File: config.mk
export PLATFORM = sky130hd
export DESIGN_NAME = go_to_pose_p_controller
export DESIGN_NICKNAME = d
export VERILOG_FILES = /design/src/rtl/gtp_pkg.sv /design/src/rtl/go_to_pose_p_controller.sv /design/src/rtl/gtp_cordic.sv
export SDC_FILE = /design/constraint.sdc
export NUM_CORES = 2
export LEC_CHECK = 0
export BUFFER_PORTS_ARGS = -buffer_cell sky130_fd_sc_hd__buf_2
export CORE_UTILIZATION = 35
export CTS_CLUSTER_SIZE = 40
export DETAILED_ROUTE_END_ITERATION = 8
export HOLD_SLACK_MARGIN = 0.02
export SYNTH_ARGS = -nofsm -noshare
export SYNTH_HDL_FRONTEND = slang
export SYNTH_SLANG_ARGS = --single-unit
File: constraint.sdc
create_clock -name clock -period 12.4 [get_ports clock]
set_input_delay 0.62 -clock clock [delete_from_list [all_inputs] [get_ports clock]]
set_output_delay 0.62 -clock clock [all_outputs]
set_load 0.005 [all_outputs]
File: src/rtl/gtp_pkg.sv
// Shared types, constants and the arctangent table of the go-to-pose controller.
`default_nettype none
package gtp_pkg;

   localparam int CORDIC_ITERATIONS_DEF = 16;
   localparam int DELTA_W  = 33;
   localparam int CORDIC_W = 52;
   localparam int ANGLE_W  = 28;
   localparam int ATAN_IDX_W = 5;

   localparam logic signed [ANGLE_W-1:0] HALF_PI_Q24 = 28'sd26353589;
   localparam logic [29:0]  INV_GAIN_Q30 = 30'd652032874;
   localparam logic signed [17:0] PI_Q13     = 18'sd25736;
   localparam logic signed [17:0] TWO_PI_Q13 = 18'sd51472;
   localparam logic [13:0]  LIN_MAX = 14'd8192;
   localparam logic signed [15:0] ANG_MAX = 16'sd16384;

   localparam logic [15:0] DISTANCE_GAIN_RST      = 16'd2048;
   localparam logic [15:0] HEADING_GAIN_RST       = 16'd6144;
   localparam logic [31:0] DISTANCE_TOLERANCE_RST = 32'd6554;
   localparam logic [14:0] HEADING_TOLERANCE_RST  = 15'd410;

   typedef enum logic [2:0] {
      REG_TARGET_X           = 3'd0,
      REG_TARGET_Y           = 3'd1,
      REG_TARGET_HEADING     = 3'd2,
      REG_DISTANCE_GAIN      = 3'd3,
      REG_HEADING_GAIN       = 3'd4,
      REG_DISTANCE_TOLERANCE = 3'd5,
      REG_HEADING_TOLERANCE  = 3'd6
   } reg_index_type;

   typedef enum logic [1:0] {
      STATUS_RUNNING   = 2'd0,
      STATUS_SUCCEEDED = 2'd1,
      STATUS_CANCELED  = 2'd2
   } goal_status_type;

   typedef enum logic [2:0] {
      ST_IDLE,
      ST_CORDIC,
      ST_MDIST,
      ST_DIST,
      ST_ERR,
      ST_LIN,
      ST_ANG,
      ST_OUT
   } state_type;

   // Rounded atan(2^-i) in units of 2^-24 rad.
   function automatic logic signed [ANGLE_W-1:0] atan_q24(input logic [ATAN_IDX_W-1:0] idx);
      logic signed [ANGLE_W-1:0] val;
      case (idx)
         5'd0:  val = 28'sd13176795;
         5'd1:  val = 28'sd7778716;
         5'd2:  val = 28'sd4110060;
         5'd3:  val = 28'sd2086331;
         5'd4:  val = 28'sd1047214;
         5'd5:  val = 28'sd524117;
         5'd6:  val = 28'sd262123;
         5'd7:  val = 28'sd131069;
         5'd8:  val = 28'sd65536;
         5'd9:  val = 28'sd32768;
         5'd10: val = 28'sd16384;
         5'd11: val = 28'sd8192;
         5'd12: val = 28'sd4096;
         5'd13: val = 28'sd2048;
         5'd14: val = 28'sd1024;
         5'd15: val = 28'sd512;
         5'd16: val = 28'sd256;
         5'd17: val = 28'sd128;
         5'd18: val = 28'sd64;
         5'd19: val = 28'sd32;
         5'd20: val = 28'sd16;
         5'd21: val = 28'sd8;
         5'd22: val = 28'sd4;
         5'd23: val = 28'sd2;
         5'd24: val = 28'sd1;
         default: val = 28'sd0;
      endcase
      return val;
   endfunction

endpackage
`default_nettype wire

File: src/rtl/go_to_pose_p_controller.sv
// Top level of the go-to-pose proportional controller.
//
// The req channel carries one pose beat per control tick; the rsp channel returns at most
// one velocity command beat for it. The csr channel writes the goal point, goal heading,
// gains and tolerances by register index and is always ready; the user must write it
// only while idle, as the block itself does not enforce this. A beat with start_goal
// arms a new goal and returns nothing. While no goal is armed, beats return nothing.
// A cancel skips the CORDIC pass and returns a zero command with status canceled.
// A beat without a valid pose returns nothing. A valid pose runs one vectoring CORDIC
// pass, then the states ST_MDIST, ST_DIST, ST_ERR, ST_LIN and ST_ANG, which pass the
// distance scale, the linear and the angular terms through one shared multiplier.
// req_tready is low while a pose is in work, so a new pose beat is taken only once the
// command of the last one has been moved to the output register.
// The command sits in an output register; if the receiver stalls, the next beat is
// still accepted, and its result waits until that register is taken.
// Reset restores the register defaults, clears the goal and drops rsp_tvalid.
`default_nettype none
module go_to_pose_p_controller #(
   parameter int CORDIC_ITERATIONS = gtp_pkg::CORDIC_ITERATIONS_DEF
) (
   input  wire logic        clock,
   input  wire logic        reset,
   input  wire logic        req_tvalid,
   output logic             req_tready,
   input  wire logic [79:0] req_tdata,   // pose_x, pose_y, pose_yaw
   input  wire logic [2:0]  req_tuser,   // pose_valid, cancel_request, start_goal
   output logic             rsp_tvalid,
   input  wire logic        rsp_tready,
   output logic [63:0]      rsp_tdata,   // linear_velocity, angular_velocity,
                                         // distance_feedback, zero fill
   output logic [1:0]       rsp_tuser,   // goal_status
   input  wire logic        csr_valid,
   output logic             csr_ready,
   input  wire logic [2:0]  csr_index,
   input  wire logic [31:0] csr_data
);
   import gtp_pkg::*;

   state_type state_ff, state_in;

   logic signed [31:0] target_x_ff, target_x_in, target_y_ff, target_y_in;
   logic signed [15:0] target_heading_ff, target_heading_in;
   logic [15:0]        distance_gain_ff, distance_gain_in, heading_gain_ff, heading_gain_in;
   logic [31:0]        distance_tolerance_ff, distance_tolerance_in;
   logic [14:0]        heading_tolerance_ff, heading_tolerance_in;

   logic goal_active_ff, goal_active_in, position_reached_ff, position_reached_in;
   logic rsp_valid_ff, rsp_valid_in;

   logic signed [15:0] yaw_ff, yaw_in;
   logic               zero_ff, zero_in;
   logic [31:0]        dist_ff, dist_in;
   logic signed [16:0] err_ff, err_in;
   logic [13:0]        lin_ff, lin_in;
   logic signed [67:0] prod_ff, prod_in;

   logic [13:0]        res_lin_ff, res_lin_in;
   logic signed [15:0] res_ang_ff, res_ang_in;
   logic [31:0]        res_dist_ff, res_dist_in;
   goal_status_type    res_status_ff, res_status_in;

   logic [13:0]        out_lin_ff, out_lin_in;
   logic signed [15:0] out_ang_ff, out_ang_in;
   logic [31:0]        out_dist_ff, out_dist_in;
   goal_status_type    out_status_ff, out_status_in;

   logic signed [31:0] pose_x, pose_y;
   logic signed [15:0] pose_yaw;
   logic               pose_valid, cancel_request, start_goal;
   logic               req_accept, out_free, cordic_start, cordic_done;
   logic signed [DELTA_W-1:0]  delta_x, delta_y;
   logic signed [CORDIC_W-1:0] cordic_x;
   logic signed [ANGLE_W-1:0]  cordic_z;

   logic [CORDIC_W-1:0]        x_clip;
   logic [CORDIC_W:0]          m_sum;
   logic signed [35:0]         mul_a;
   logic signed [31:0]         mul_b;
   logic signed [67:0]         dist_sum, lin_sum, ang_sum;
   logic [53:0]                lin_q;
   logic signed [56:0]         ang_q;
   logic signed [15:0]         ang_val;
   logic signed [ANGLE_W-1:0]  z_round;
   logic signed [16:0]         head_q13, heading_sel;
   logic signed [17:0]         err_raw;
   logic [16:0]                err_abs;

   assign pose_x         = req_tdata[31:0];
   assign pose_y         = req_tdata[63:32];
   assign pose_yaw       = req_tdata[79:64];
   assign pose_valid     = req_tuser[0];
   assign cancel_request = req_tuser[1];
   assign start_goal     = req_tuser[2];

   assign req_accept = req_tvalid && req_tready;
   assign out_free   = !rsp_valid_ff || rsp_tready;
   assign delta_x    = {target_x_ff[31], target_x_ff} - {pose_x[31], pose_x};
   assign delta_y    = {target_y_ff[31], target_y_ff} - {pose_y[31], pose_y};

   gtp_cordic #(
      .ITERATIONS(CORDIC_ITERATIONS)
   ) u_cordic (
      .clock   (clock),
      .reset   (reset),
      .start   (cordic_start),
      .delta_x (delta_x),
      .delta_y (delta_y),
      .done    (cordic_done),
      .x_out   (cordic_x),
      .z_out   (cordic_z)
   );

   always_comb begin
      state_in = state_ff;
      unique case (state_ff)
         ST_IDLE: begin
            if (req_tvalid && !start_goal && goal_active_ff) begin
               if (cancel_request) begin
                  state_in = ST_OUT;
               end else if (pose_valid) begin
                  state_in = ST_CORDIC;
               end
            end
         end
         ST_CORDIC: begin
            if (cordic_done) begin
               state_in = ST_MDIST;
            end
         end
         ST_MDIST: state_in = ST_DIST;
         ST_DIST:  state_in = ST_ERR;
         ST_ERR:   state_in = ST_LIN;
         ST_LIN:   state_in = ST_ANG;
         ST_ANG:   state_in = ST_OUT;
         ST_OUT: begin
            if (out_free) begin
               state_in = ST_IDLE;
            end
         end
         default:  state_in = ST_IDLE;
      endcase
   end

   always_comb begin
      req_tready   = 1'b0;
      cordic_start = 1'b0;
      unique case (state_ff)
         ST_IDLE: begin
            req_tready   = 1'b1;
            cordic_start = req_tvalid && !start_goal && goal_active_ff && !cancel_request
                           && pose_valid;
         end
         default: begin
            req_tready   = 1'b0;
            cordic_start = 1'b0;
         end
      endcase
   end

   always_comb begin
      mul_a = '0;
      mul_b = '0;
      x_clip = (cordic_x < 0) ? '0 : cordic_x;
      m_sum  = {1'b0, x_clip} + (CORDIC_W+1)'(32768);
      case (state_ff)
         ST_MDIST: begin
            mul_a = {1'b0, m_sum[50:16]};
            mul_b = {2'b00, INV_GAIN_Q30};
         end
         ST_ERR: begin
            mul_a = {4'd0, dist_ff};
            mul_b = {16'd0, distance_gain_ff};
         end
         ST_LIN: begin
            mul_a = {{19{err_ff[16]}}, err_ff};
            mul_b = {16'd0, heading_gain_ff};
         end
         default: begin
            mul_a = '0;
            mul_b = '0;
         end
      endcase
      prod_in = mul_a * mul_b;
   end

   always_comb begin
      dist_sum = prod_ff + 68'sd536870912;
      lin_sum  = prod_ff + 68'sd8192;
      ang_sum  = prod_ff + 68'sd1024;
      lin_q    = lin_sum[67:14];
      ang_q    = ang_sum[67:11];
      if (ang_q > 57'sd16384) begin
         ang_val = ANG_MAX;
      end else if (ang_q < -57'sd16384) begin
         ang_val = -ANG_MAX;
      end else begin
         ang_val = ang_q[15:0];
      end
      z_round     = cordic_z + ANGLE_W'(1024);
      head_q13    = zero_ff ? '0 : z_round[ANGLE_W-1:11];
      heading_sel = position_reached_ff ? {target_heading_ff[15], target_heading_ff}
                                        : head_q13;
      err_raw     = {heading_sel[16], heading_sel} - {{2{yaw_ff[15]}}, yaw_ff};
      err_abs     = (err_ff < 0) ? 17'(-err_ff) : 17'(err_ff);
   end

   always_comb begin
      target_x_in           = target_x_ff;
      target_y_in           = target_y_ff;
      target_heading_in     = target_heading_ff;
      distance_gain_in      = distance_gain_ff;
      heading_gain_in       = heading_gain_ff;
      distance_tolerance_in = distance_tolerance_ff;
      heading_tolerance_in  = heading_tolerance_ff;
      goal_active_in        = goal_active_ff;
      position_reached_in   = position_reached_ff;
      rsp_valid_in          = rsp_valid_ff;
      yaw_in                = yaw_ff;
      zero_in               = zero_ff;
      dist_in               = dist_ff;
      err_in                = err_ff;
      lin_in                = lin_ff;
      res_lin_in            = res_lin_ff;
      res_ang_in            = res_ang_ff;
      res_dist_in           = res_dist_ff;
      res_status_in         = res_status_ff;
      out_lin_in            = out_lin_ff;
      out_ang_in            = out_ang_ff;
      out_dist_in           = out_dist_ff;
      out_status_in         = out_status_ff;

      if (csr_valid) begin
         unique case (reg_index_type'(csr_index))
            REG_TARGET_X:           target_x_in           = csr_data;
            REG_TARGET_Y:           target_y_in           = csr_data;
            REG_TARGET_HEADING:     target_heading_in     = csr_data[15:0];
            REG_DISTANCE_GAIN:      distance_gain_in      = csr_data[15:0];
            REG_HEADING_GAIN:       heading_gain_in       = csr_data[15:0];
            REG_DISTANCE_TOLERANCE: distance_tolerance_in = csr_data;
            REG_HEADING_TOLERANCE:  heading_tolerance_in  = csr_data[14:0];
            default: begin
            end
         endcase
      end

      if (rsp_valid_ff && rsp_tready) begin
         rsp_valid_in = 1'b0;
      end

      case (state_ff)
         ST_IDLE: begin
            if (req_accept) begin
               if (start_goal) begin
                  goal_active_in      = 1'b1;
                  position_reached_in = 1'b0;
               end else if (goal_active_ff && cancel_request) begin
                  goal_active_in = 1'b0;
                  res_lin_in     = '0;
                  res_ang_in     = '0;
                  res_dist_in    = '0;
                  res_status_in  = STATUS_CANCELED;
               end else if (goal_active_ff && pose_valid) begin
                  yaw_in  = pose_yaw;
                  zero_in = (delta_x == '0) && (delta_y == '0);
               end
            end
         end
         ST_DIST: begin
            dist_in = (|dist_sum[67:62]) ? '1 : dist_sum[61:30];
            if (dist_in < distance_tolerance_ff) begin
               position_reached_in = 1'b1;
            end
         end
         ST_ERR: begin
            if (err_raw > PI_Q13) begin
               err_in = 17'(err_raw - TWO_PI_Q13);
            end else if (err_raw < -PI_Q13) begin
               err_in = 17'(err_raw + TWO_PI_Q13);
            end else begin
               err_in = err_raw[16:0];
            end
         end
         ST_LIN: begin
            lin_in = (lin_q > 54'(LIN_MAX)) ? LIN_MAX : lin_q[13:0];
         end
         ST_ANG: begin
            res_dist_in   = dist_ff;
            res_ang_in    = ang_val;
            res_lin_in    = lin_ff;
            res_status_in = STATUS_RUNNING;
            if (position_reached_ff) begin
               res_lin_in = '0;
               if (err_abs < {2'b00, heading_tolerance_ff}) begin
                  res_ang_in     = '0;
                  res_status_in  = STATUS_SUCCEEDED;
                  goal_active_in = 1'b0;
               end
            end
         end
         ST_OUT: begin
            if (out_free) begin
               rsp_valid_in  = 1'b1;
               out_lin_in    = res_lin_ff;
               out_ang_in    = res_ang_ff;
               out_dist_in   = res_dist_ff;
               out_status_in = res_status_ff;
            end
         end
         default: begin
         end
      endcase
   end

   always_ff @(posedge clock) begin
      if (reset) begin
         state_ff              <= ST_IDLE;
         target_x_ff           <= '0;
         target_y_ff           <= '0;
         target_heading_ff     <= '0;
         distance_gain_ff      <= DISTANCE_GAIN_RST;
         heading_gain_ff       <= HEADING_GAIN_RST;
         distance_tolerance_ff <= DISTANCE_TOLERANCE_RST;
         heading_tolerance_ff  <= HEADING_TOLERANCE_RST;
         goal_active_ff        <= 1'b0;
         position_reached_ff   <= 1'b0;
         rsp_valid_ff          <= 1'b0;
      end else begin
         state_ff              <= state_in;
         target_x_ff           <= target_x_in;
         target_y_ff           <= target_y_in;
         target_heading_ff     <= target_heading_in;
         distance_gain_ff      <= distance_gain_in;
         heading_gain_ff       <= heading_gain_in;
         distance_tolerance_ff <= distance_tolerance_in;
         heading_tolerance_ff  <= heading_tolerance_in;
         goal_active_ff        <= goal_active_in;
         position_reached_ff   <= position_reached_in;
         rsp_valid_ff          <= rsp_valid_in;
      end
   end

   always_ff @(posedge clock) begin
      yaw_ff        <= yaw_in;
      zero_ff       <= zero_in;
      dist_ff       <= dist_in;
      err_ff        <= err_in;
      lin_ff        <= lin_in;
      prod_ff       <= prod_in;
      res_lin_ff    <= res_lin_in;
      res_ang_ff    <= res_ang_in;
      res_dist_ff   <= res_dist_in;
      res_status_ff <= res_status_in;
      out_lin_ff    <= out_lin_in;
      out_ang_ff    <= out_ang_in;
      out_dist_ff   <= out_dist_in;
      out_status_ff <= out_status_in;
   end

   assign csr_ready  = 1'b1;
   assign rsp_tvalid = rsp_valid_ff;
   assign rsp_tdata  = {2'b00, out_dist_ff, out_ang_ff, out_lin_ff};
   assign rsp_tuser  = out_status_ff;

endmodule
`default_nettype wire

File: src/rtl/gtp_cordic.sv
// Iterative vectoring CORDIC: one micro-rotation per cycle, gives the gain-scaled length and the angle.
`default_nettype none
module gtp_cordic #(
   parameter int ITERATIONS = gtp_pkg::CORDIC_ITERATIONS_DEF
) (
   input  wire logic                                 clock,
   input  wire logic                                 reset,
   input  wire logic                                 start,
   input  wire logic signed [gtp_pkg::DELTA_W-1:0]   delta_x,
   input  wire logic signed [gtp_pkg::DELTA_W-1:0]   delta_y,
   output logic                                      done,
   output logic signed [gtp_pkg::CORDIC_W-1:0]       x_out,
   output logic signed [gtp_pkg::ANGLE_W-1:0]        z_out
);
   import gtp_pkg::*;

   localparam int IW = $clog2(ITERATIONS);

   logic signed [CORDIC_W-1:0] x_ff, x_in, y_ff, y_in;
   logic signed [ANGLE_W-1:0]  z_ff, z_in;
   logic [IW-1:0]              count_ff, count_in;
   logic                       run_ff, run_in, done_ff, done_in;

   logic signed [CORDIC_W-1:0] x0, y0, xs, ys;

   always_comb begin
      x0 = {{(CORDIC_W-DELTA_W-16){delta_x[DELTA_W-1]}}, delta_x, 16'd0};
      y0 = {{(CORDIC_W-DELTA_W-16){delta_y[DELTA_W-1]}}, delta_y, 16'd0};
      xs = x_ff >>> count_ff;
      ys = y_ff >>> count_ff;
      x_in     = x_ff;
      y_in     = y_ff;
      z_in     = z_ff;
      count_in = count_ff;
      run_in   = run_ff;
      done_in  = 1'b0;
      if (start) begin
         run_in   = 1'b1;
         count_in = '0;
         if (x0 < 0) begin
            if (y0 >= 0) begin
               x_in = y0;
               y_in = -x0;
               z_in = HALF_PI_Q24;
            end else begin
               x_in = -y0;
               y_in = x0;
               z_in = -HALF_PI_Q24;
            end
         end else begin
            x_in = x0;
            y_in = y0;
            z_in = '0;
         end
      end else if (run_ff) begin
         if (y_ff >= 0) begin
            x_in = x_ff + ys;
            y_in = y_ff - xs;
            z_in = z_ff + atan_q24(ATAN_IDX_W'(count_ff));
         end else begin
            x_in = x_ff - ys;
            y_in = y_ff + xs;
            z_in = z_ff - atan_q24(ATAN_IDX_W'(count_ff));
         end
         count_in = count_ff + 1'b1;
         if (count_ff == IW'(ITERATIONS - 1)) begin
            run_in  = 1'b0;
            done_in = 1'b1;
         end
      end
   end

   always_ff @(posedge clock) begin
      if (reset) begin
         run_ff  <= 1'b0;
         done_ff <= 1'b0;
      end else begin
         run_ff  <= run_in;
         done_ff <= done_in;
      end
   end

   always_ff @(posedge clock) begin
      x_ff     <= x_in;
      y_ff     <= y_in;
      z_ff     <= z_in;
      count_ff <= count_in;
   end

   assign done  = done_ff;
   assign x_out = x_ff;
   assign z_out = z_ff;

endmodule
`default_nettype wire

==> flow_metrics.py <==
metrics = {
    "grt": {
        "grt_max_degree": 89,
        "grt_pass1_vias": 65900,
        "antenna_found_initial": 41,
        "grt_pass1_wl_um": 413000,
        "grt_use_total": 0.246,
        "globalRouteOverflowTotal": 0,
    },
    "placement": {
        "port-buffer-count": 188,
        "dp_cells": 11700,
        "post_dp_cell_area_sq_mm": 0.0821,
        "hpwl_um": 225000,
        "place_congestion": 0.987,
    },
    "finish": {
        "fin_util": 0.385,
        "design_area_sq_mm": 0.0848,
        "area.growth.synth_to_final_pct": 8.76,
        "fin_cells": 11800,
        "nNetsFinal": 10400,
        "num-fill-cells": 22200,
        "drive_gt1_frac": 0.0814,
    },
    "clock_tree": {
        "cts_made_buffers": 79,
        "htree_levels": 3,
        "root_buffer": "clkbuf_16",
        "tritoncts": "yes",
        "clockBufferDepth": 3,
        "clkTransAtPathRegs_ns": 0.06,
        "clk_latency_ns": 0.76,
        "ctsHoldBuffers": 0,
        "cts_sinks": 591,
    },
    "min_path": {
        "hp-class": "primary input to register",
        "hold_start": "req_tdata[78]",
        "hold_end": "yaw_ff[14]",
        "hold_depth": 1,
    },
    "critical_path": {
        "required_ns": 13.04,
        "path_common_cell": "fa_1",
        "arrival_ns": 12.33,
        "reg2regPathDepth": 38,
        "startpoint_type": "register",
        "worstReg2RegEnd": "prod_ff[62]",
        "critPathMaxStageDelay_ns": 0.61,
        "crit_type": "register to register",
        "end_kind": "register",
        "reg2reg_from": "u_cordic.x_out[51]",
        "crit_slowest_cell": "nor2_1",
        "reg2reg_slack_ns": 0.71,
        "crit_fanout": 23,
    },
    "logic_synthesis": {
        "synth-compound-area-share": 0.123,
        "async_reset_ff_frac": 0,
        "yosysMostFrequentCell": "inv_1",
        "postSynthAreaPerCell_sq_um": 8.90,
        "ys_ff_latch": 591,
        "ys_seq_area_frac": 0.195,
        "synth.top_cells.by_count": "inv_1 (1263), nand2_1 (1123), fa_1 (918)",
        "yosys-top-cells-area": "fa_1 (24%), edfxtp_1 (13%), ha_1 (8.7%)",
        "syn-instance-count": 8761,
        "synth_edf_count": 340,
        "yosysTopAreaCell": "fa_1",
        "synth_top_family_by_area": "adder cells",
        "synthMuxAreaShare": 0.0531,
        "syn_area_sq_mm": 0.0780,
        "yosysWarnings": 0,
        "synth_fa_ha_area_frac": 0.322,
        "synth_flop_cell": "edfxtp_1",
        "synth_xor_area_frac": 0.0645,
        "synth_top_area_share": 0.236,
        "synthSimpleGateAreaFrac": 0.160,
        "yosysUniqueCellTypes": 119,
    },
    "sta": {
        "max_slew.worst_pin.slew_ns": 1.32,
        "slew_viol_final": 0,
        "fmax_mhz": 85.5,
        "period_share": 0.943,
        "setup_viol": 0,
        "finalHoldViolCount": 0,
        "skew_ns": 0.0545,
        "setup_tns_ns": 0,
        "fin_crit_ns": 11.69,
        "rsz0062_at_grt": "no",
        "relSlewSlack": 0.119,
    },
    "status": {
        "outcome": "complete, no violations",
    },
    "pwr": {
        "p_comb_frac": 0.682,
        "seqPwrFrac": 0.179,
        "p_int_uw": 8470,
        "swShare": 0.500,
        "p_clk_frac": 0.139,
        "cellPowerDensity_mw_per_mm2": 200,
        "switchingPower_uw": 8460,
        "leakage_uw": 0.0369,
        "ir_drop_v": 0.000127,
    },
    "floorplan": {
        "dieArea_sq_mm": 0.225,
        "die_x_um": 474,
        "start_util": 0.354,
        "boundaryPins": 192,
        "die_y_um": 474,
        "core_sq_mm": 0.221,
        "rows": 172,
    },
    "detailed_routing": {
        "drc": 0,
        "vias_per_cell": 5.46,
        "postRouteAntennaNets": 0,
        "drt_iter0_drc": 6094,
        "vias": 64700,
        "routed_wl_um": 277000,
        "drt_first_pass_iters": 6,
        "wl_per_cell_um": 23.4,
    },
    "run": {
        "cap_violations": 0,
    },
}
-- timing repair --
| item | 4_1_cts | 5_1_grt |
|---|---|---|
| resized for setup | 0 | 1 |
| endpoints found under the setup margin | 0 | 4 |
| setup buffers | 0 | 0 |
-- registers in the layout, indices dropped and copies added, names as in the netlist, 16 cells and up, named ones only --
name and flops:
dist_ff 32, distance_gain_ff 16, distance_tolerance_ff 32, err_ff 17
heading_gain_ff 16, out_ang_ff 16, out_dist_ff 32, prod_ff 57
res_ang_ff 16, res_dist_ff 32, target_heading_ff 16, target_x_ff 32
target_y_ff 32, u_cordic.x_out 52, u_cordic.y_ff 52, u_cordic.z_out 28
yaw_ff 16
-- worst max-delay path by stage --
stage                        from          end  slack [ns]  cells after the start
3_5_place_dp   u_cordic.x_out[51]  prod_ff[66]        0.61                     38
4_1_cts        u_cordic.x_out[51]  prod_ff[62]        0.53                     38
5_1_grt        u_cordic.x_out[51]  prod_ff[62]        0.11                     38
2_1_floorplan  u_cordic.x_out[51]  prod_ff[66]        2.06                     38
3_3_place_gp   u_cordic.x_out[51]  prod_ff[66]        0.67                     38
6_report       u_cordic.x_out[51]  prod_ff[62]        0.71                     38
-- layout make-up --
cell class              instances  area [sq um]  share of cell area
diodes                         23          57.6            0.000678
clock buffers                 103          2220              0.0262
clock inverters                41           404             0.00476
inverters                    1268          4760              0.0561
multi-input cells            6557         56600               0.667
flip-flops and latches        591         15200               0.180
well taps                    2958          3700              0.0436
repair buffers                306          1830              0.0216
-- power groups by stage --
stage,Combinational (uW),Sequential (uW),Clock (uW)
after global placement,11300,3060,0
after global routing,12800,3060,2480
after floorplan,8670,2710,0
after CTS,11500,3020,2400
final,11500,3030,2350
after detailed placement,11400,3060,0
-- critical path: cells and delay by family (launching register included) --
family	cells	cell delay, ns
AO/OA/AOI/OAI	8	2.30
XOR/XNOR	2	0.24
adder cells (fa/ha/maj)	10	4.66
buffers and inverters	7	0.73
flip-flops	1	0.35
AND/OR/NAND/NOR	11	3.26
-- placed cells by master, fill, tap and decap left out, types with 223 or more instances in the layout --
master,n
inv_1,1263
a21oi_1,481
nand2_1,1119
ha_1,540
xor2_1,223
o21ai_0,318
nor2_1,686
dfxtp_1,246
xnor2_1,351
fa_1,918
edfxtp_1,340
-- cells by family after synthesis --
logic type | Yosys count
buffers and inverters | 1629
XOR/XNOR | 574
AO/OA/AOI/OAI | 1523
AND/OR/NAND/NOR | 2713
adder cells (fa/ha/maj) | 1458
flip-flops | 591
multiplexers | 271
other | 2
-- metal layers --
layer,vias up,track usage,part of all wire
met3,607,0.0462,0.077
met5,-,0,0
met1,32100,0.309,0.41
li1,29300,-,-
met2,2687,0.389,0.45
met4,0,0.151,0.064
-- metrics by stage --
| step | setup WS, ns | hold slack (ns) | power, uW |
|---|---|---|---|
| finish | 0.711 | 0.0806 | 16900 |
| global route | 0.111 | 0.0612 | 18300 |
| CTS | 0.532 | 0.0465 | 16900 |
| detailed placement | 0.607 | 0.405 | 14500 |
| global placement | 0.666 | 0.402 | 14300 |
| floorplan | 2.06 | 0.400 | 11400 |
Note: power is estimated with default switching activity, not from simulation.
